===== config.mk =====
export PLATFORM = sky130hd
export DESIGN_NAME = udv_square
export DESIGN_NICKNAME = d
export VERILOG_FILES = /design/src/sv/udv_pkg.sv /design/src/sv/udv_square.sv
export SDC_FILE = /design/constraint.sdc
export NUM_CORES = 2
export LEC_CHECK = 0
export ABC_CLOCK_PERIOD_IN_PS = 14800
export BUFFER_PORTS_ARGS = -buffer_cell sky130_fd_sc_hd__buf_2
export CAP_MARGIN = 20
export CORE_AREA = 5 5 348 350
export DETAILED_ROUTE_END_ITERATION = 6
export DIE_AREA = 0 0 353 355
export PLACE_DENSITY_LB_ADDON = 0.3
export SLEW_MARGIN = 5
export SYNTH_ARGS = -nofsm -noshare
export SYNTH_HDL_FRONTEND = slang
export SYNTH_SLANG_ARGS = --single-unit

===== constraint.sdc =====
create_clock -name i_clk -period 14.8 [get_ports i_clk]
set_input_delay 1.48 -clock i_clk [delete_from_list [all_inputs] [get_ports i_clk]]
set_output_delay 1.48 -clock i_clk [all_outputs]
set_load 0.05 [all_outputs]

===== src/sv/udv_pkg.sv =====
// Package for the direction vector block: widths, stage counts and the result type.
// Used by the interfaces and every module of the block; depends on nothing.
package udv_pkg;

    localparam int COMPONENT_BITS     = 32;
    localparam int UNIT_FRACTION_BITS = 30;
    localparam int LANES              = 3;

    localparam int DIFF_BITS     = COMPONENT_BITS + 1;
    localparam int ABS_BITS      = COMPONENT_BITS;
    localparam int SQ_BITS       = 2 * ABS_BITS;
    localparam int SUM_BITS      = SQ_BITS + 2;
    localparam int LEN_BITS      = SUM_BITS / 2;
    localparam int LEN_REM_BITS  = LEN_BITS + 2;
    localparam int QUO_BITS      = 2 * UNIT_FRACTION_BITS + 1;
    localparam int QPAD_BITS     = QUO_BITS + 1;
    localparam int ROOT_BITS     = UNIT_FRACTION_BITS + 1;
    localparam int ROOT_REM_BITS = ROOT_BITS + 2;
    localparam int UNIT_BITS     = UNIT_FRACTION_BITS + 2;

    localparam int UNIT_STAGES  = QUO_BITS + ROOT_BITS;
    localparam int LEN_DELAY    = UNIT_STAGES - LEN_BITS;
    localparam int FRONT_STAGES = 3;
    localparam int PIPE_STAGES  = FRONT_STAGES + UNIT_STAGES;

    typedef struct packed {
        logic signed [UNIT_BITS-1:0] unit_x;
        logic signed [UNIT_BITS-1:0] unit_y;
        logic signed [UNIT_BITS-1:0] unit_z;
        logic [LEN_BITS-1:0]         magnitude;
        logic                        zero_length;
    } t_result;

endpackage


===== src/sv/udv_square.sv =====
// Lane front end: exact difference of one component, its magnitude and sign, then its square.
// Two register stages under a shared enable. Depends on udv_pkg.
module udv_square (
    input  logic                                       i_clk,
    input  logic                                       i_en,
    input  logic signed [udv_pkg::COMPONENT_BITS-1:0] i_start,
    input  logic signed [udv_pkg::COMPONENT_BITS-1:0] i_end,
    output logic [udv_pkg::SQ_BITS-1:0]                o_sq,
    output logic                                       o_neg
);
    logic signed [udv_pkg::DIFF_BITS-1:0] w_diff;
    logic [udv_pkg::DIFF_BITS-1:0]        w_neg_diff;
    logic [udv_pkg::ABS_BITS-1:0]         n_abs;
    logic [udv_pkg::ABS_BITS-1:0]         r_abs;
    logic                                 r_neg1;
    logic [udv_pkg::SQ_BITS-1:0]          r_sq;
    logic                                 r_neg2;

    always_comb begin
        w_diff     = {i_end[udv_pkg::COMPONENT_BITS-1], i_end}
                   - {i_start[udv_pkg::COMPONENT_BITS-1], i_start};
        w_neg_diff = -w_diff;
        n_abs      = w_diff[udv_pkg::DIFF_BITS-1] ? w_neg_diff[udv_pkg::ABS_BITS-1:0]
                                                   : w_diff[udv_pkg::ABS_BITS-1:0];
    end

    always_ff @(posedge i_clk) begin
        if (i_en) begin
            r_abs  <= n_abs;
            r_neg1 <= w_diff[udv_pkg::DIFF_BITS-1];
            r_sq   <= {{udv_pkg::ABS_BITS{1'b0}}, r_abs} * {{udv_pkg::ABS_BITS{1'b0}}, r_abs};
            r_neg2 <= r_neg1;
        end
    end

    assign o_sq  = r_sq;
    assign o_neg = r_neg2;
endmodule


# Word level (Yosys, flattened, before mapping)
# Cells that the tools add are included.
[word_totals] register_bits=98 input_bits=66 out_inout_bits=65 word_cells=8
[classes] addsub=2 n_mul=1 mux=1
[op_table] cell="multiplier 32 x 32 -> 64 bit" n=1
[op_table] cell="subtractor 32 x 32 -> 33 bit" n=1
[op_table] cell="two-way mux 32 bit" n=1
[op_table] cell="negator 32 bit" n=1

# Logic depth before layout (Yosys ltp)
[logic_depth] word_depth=3 depth_mapped=30 ltp_nobuf=27

# Worst setup path before layout
# Ideal clock, no wire load.
[synth_timing] kind="register to register" startpoint="register r_abs[2] (netlist bit)" endpoint="register r_sq, in the netlist o_sq[61], data pin" setup_ns=0.258 arrival_ns=7.554 required_ns=14.542 path_slack_ns=6.988 stages_incl_launch_ff=27 n_path_buf=3 synth_period_minus_slack_ns=7.812 cell_sequence="edfxtp_1 clkbuf_1 buf_1 nand2_1 fa_1 inv_1 fa_1 fa_1 inv_1 fa_1 inv_1 fa_1 fa_1 fa_1 fa_1 ha_1 clkbuf_1 and3_1 nand2_1 or4_1 a21oi_1 o21ai_1 o31ai_1 a211o_1 a21o_1 a21oi_1 xnor2_1"
[synth_between] elab_chain_cells=1
[synth_rtl] element="start: declaration" line="udv_square.sv:14" source="logic [udv_pkg::ABS_BITS-1:0] r_abs;"
[synth_rtl] element="start signal: assignment" line="udv_square.sv:29" source="r_abs <= n_abs;"
[synth_rtl] element="multiplier 32 x 32 -> 64 bit" line="udv_square.sv:31" source="r_sq <= {{udv_pkg::ABS_BITS{1'b0}}, r_abs} * {{udv_pkg::ABS_BITS{1'b0}}, r_abs};"
[synth_rtl] element="end signal: assignment" line="udv_square.sv:31"
[synth_rtl] element="end: declaration" line="udv_square.sv:16" source="logic [udv_pkg::SQ_BITS-1:0] r_sq;"
# Every way passes these cells.
# A chain may end at the register's enable or synchronous reset.

# Final worst setup path
[layout_timing] startpoint="register r_abs[1] (netlist bit)" endpoint="register r_sq, in the netlist o_sq[44], data pin"
# Same word-level chain as after synthesis.

==> results.toml <==
[status]
status = "finished, final reports clean"

[floorplan]
die_height_um = 355
die_x_um = 353
start_util = 0.298
die_area_um2 = 125000
coreArea_um2 = 117000
row_count = 126
ioPinCount = 131

[logic_synthesis]
synth_cells = 3686
synth_area_leaders = "fa_1 (45%), ha_1 (12%), inv_1 (11%)"
syn_nets = 4875
avgSynthCellArea_um2 = 9.49
synth-edff-count = 97
synth_cell_types = 79
ys_ff_latch = 97
yosys_warnings = 0
yosys.area.top_type = "fa_1"
yosys-top-cells-count = "inv_1 (1,015), fa_1 (795), ha_1 (328)"
synthArstFlopShare = 0
synth_ff_type = "edfxtp_1"
synth_top_area_frac = 0.455
yosysSeqAreaShare = 0.0832
yosysMostFrequentCell = "inv_1"
synthesis.area_um2 = 35000

[sta]
min_period_ns = 9.23
relSlewSlack = 0.275
finalSetupTns_ns = 0
final_max_slew_viol_count = 0
skew_ns = 0.0141
tightest_slew_ns = 1.08
min_period_over_period = 0.624
fmax_mhz = 108
setup_violations = 0
timing.final.ws_setup_ns = 5.57
holdWs_ns = 0.425
rsz0062_at_grt = "false"
hold_viol = 0

[worst_setup_path]
end_kind = "register"
cp_common_cell = "fa_1"
crit_chain = "buf_4, nand2_1, xor2_1, ha_1, a31o_2, fa_1, inv_1, fa_1, inv_1, fa_1, fa_1, fa_1, fa_1, fa_1, ha_1, a21oi_1, o21ai_0, a21oi_1, nor2_1, o21ai_0, nand4_1, a21oi_1, o21ai_0, xor2_1"
cpPeakStageDelay_ns = 0.83
critPathMaxFanout = 36
cp_num_cells = 24
path_buf_inv = 3
arrival_ns = 9.38
cp_slowest_cell = "o21ai_0"
cp_data_required_time_ns = 14.95
rr_startpoint = "r_abs[1]"
r2r_slack_ns = 5.57
setup.worst_path.class = "register to register"
rr_worst_depth = 24
reg2reg_to = "o_sq[44]"
start_kind = "register"
critPathTopFamily = "adder cells"

[hold_path]
min-delay-path-class = "register to register"
hold_end = "o_neg"
holdPathStages = 0
holdCritStartpoint = "r_neg1"

[finish]
drive_above_1_share = 0.0598
instances_no_fill = 5271
regArea_um2 = 2910
nFillCells = 12200
nets = 4916
syn_to_final_growth_pct = 7.68
multi_input_area_um2 = 27800

[routing]
wl_um = 93900
firstDrtPassIters = 6
ant_nets = 0
vias = 23700
drtIter0Drc = 1172
drc = 0
wire_per_inst_um = 17.8
avgViaCountPerCell = 4.49

[cts]
numCtsBuffers = 9
cts_sinks = 97
clkLatencyLatePin_ns = 0.42
cts_tree = "yes"
ctsHoldBuffers = 0
cts-resized-gates = 0
htreeDepth = 3
cts_buffer_depth = 2
root_buffer = "clkbuf_16"
cts_setup_buffers = 0
clk_pin_slew_ns = 0.09

[placed_design]
routabilityCongestion = 0.931
dpl.cell_count = 5252
dp_hpwl_um = 77500
preCtsSetupSlack_ns = 5.80
portBuffers = 129

[global_route]
grt_pass1_wl_um = 152000
first_global_vias = 26600
grt_usage = 0.156
grt_antenna_before_repair = 2
overflow = 0
grt_max_degree = 65

[flow_run]
cap_violations = 0
[registers in the layout (all words and copies together) (netlist names)]
| signal | flops |
|---|---|
| o_sq | 63 |
| r_abs | 32 |
| o_neg | 1 |
| r_neg1 | 1 |
[worst max path at each step]
stage                         from  endpoint
after floorplan           r_abs[2]  o_sq[61]
after global placement    r_abs[9]  o_sq[60]
after detailed placement  r_abs[9]  o_sq[60]
after CTS                 r_abs[9]  o_sq[60]
after global routing      r_abs[9]  o_sq[58]
final                     r_abs[1]  o_sq[44]
[through the flow]
step / instance area (um2) / utilization
final: 37700 / 0.321
after global routing: 37700 / 0.321
after CTS: 37700 / 0.321
after detailed placement: 37300 / 0.318
after global placement: 37300 / 0.318
after floorplan: 35000 / -
[cell families (layout without fill, tap and decap cells)]
kind of cell	count (synthesis)	in the layout	synth area share
buf+inv	1151	1197	0.124
fa+ha+maj	1123	1123	0.572
simple gates	789	789	0.112
compound gates	369	369	0.0694
xor+xnor	153	153	0.0385
flops	97	97	0.0832
mux	3	3	0.000894
other cells	1	4	0.000107
[cell type report]
class,count,area share
inverters,1016,0.101
multi-input cells,2438,0.737
repair buffers,165,0.0244
diodes,3,0.000199
flip-flops and latches,97,0.0773
clock inverters,7,0.00332
clock buffers,9,0.00598
well taps,1536,0.0510
[worst reg2reg max path, delay by kind of cell (launching register included)]
kind                       cells  cell delay [ns]
and+or+nand+nor                3             0.87
AOI/OAI and AO/OA              7             2.48
adders and majority gates      9             3.95
DFF                            1             0.67
xor gates and xnor gates       2             0.41
buffers and inverters          3             0.62
[layout by cell type, fill, tap and decap left out, types with 8 or more instances in the layout]
cell type	n
inv_1	1015
fa_1	795
ha_1	328
nand2_1	320
and2_1	237
buf_2	128
a21oi_1	117
edfxtp_1	97
nor2_1	95
xnor2_1	82
xor2_1	70
o21ai_0	69
a21o_1	44
buf_4	37
o21bai_1	25
nand4_1	24
nor3_1	20
nor2b_1	19
nand3_1	16
a31oi_1	16
o31ai_1	13
a31o_2	12
o21a_1	11
nand2b_1	10
clkbuf_16	9
and3_1	8
[layer usage]
layer | track usage | routed length, um | vias up
met5 | 0 | 0 | -
met4 | 0.0398 | 2410 | 0
met3 | 0.0369 | 6020 | 96
met2 | 0.255 | 43200 | 506
met1 | 0.209 | 42200 | 12000
li1 | - | - | 11100
Power is left out: the tool's default activity adds up to more than one toggle a clock period on the data nets, which glitch-free logic cannot reach.
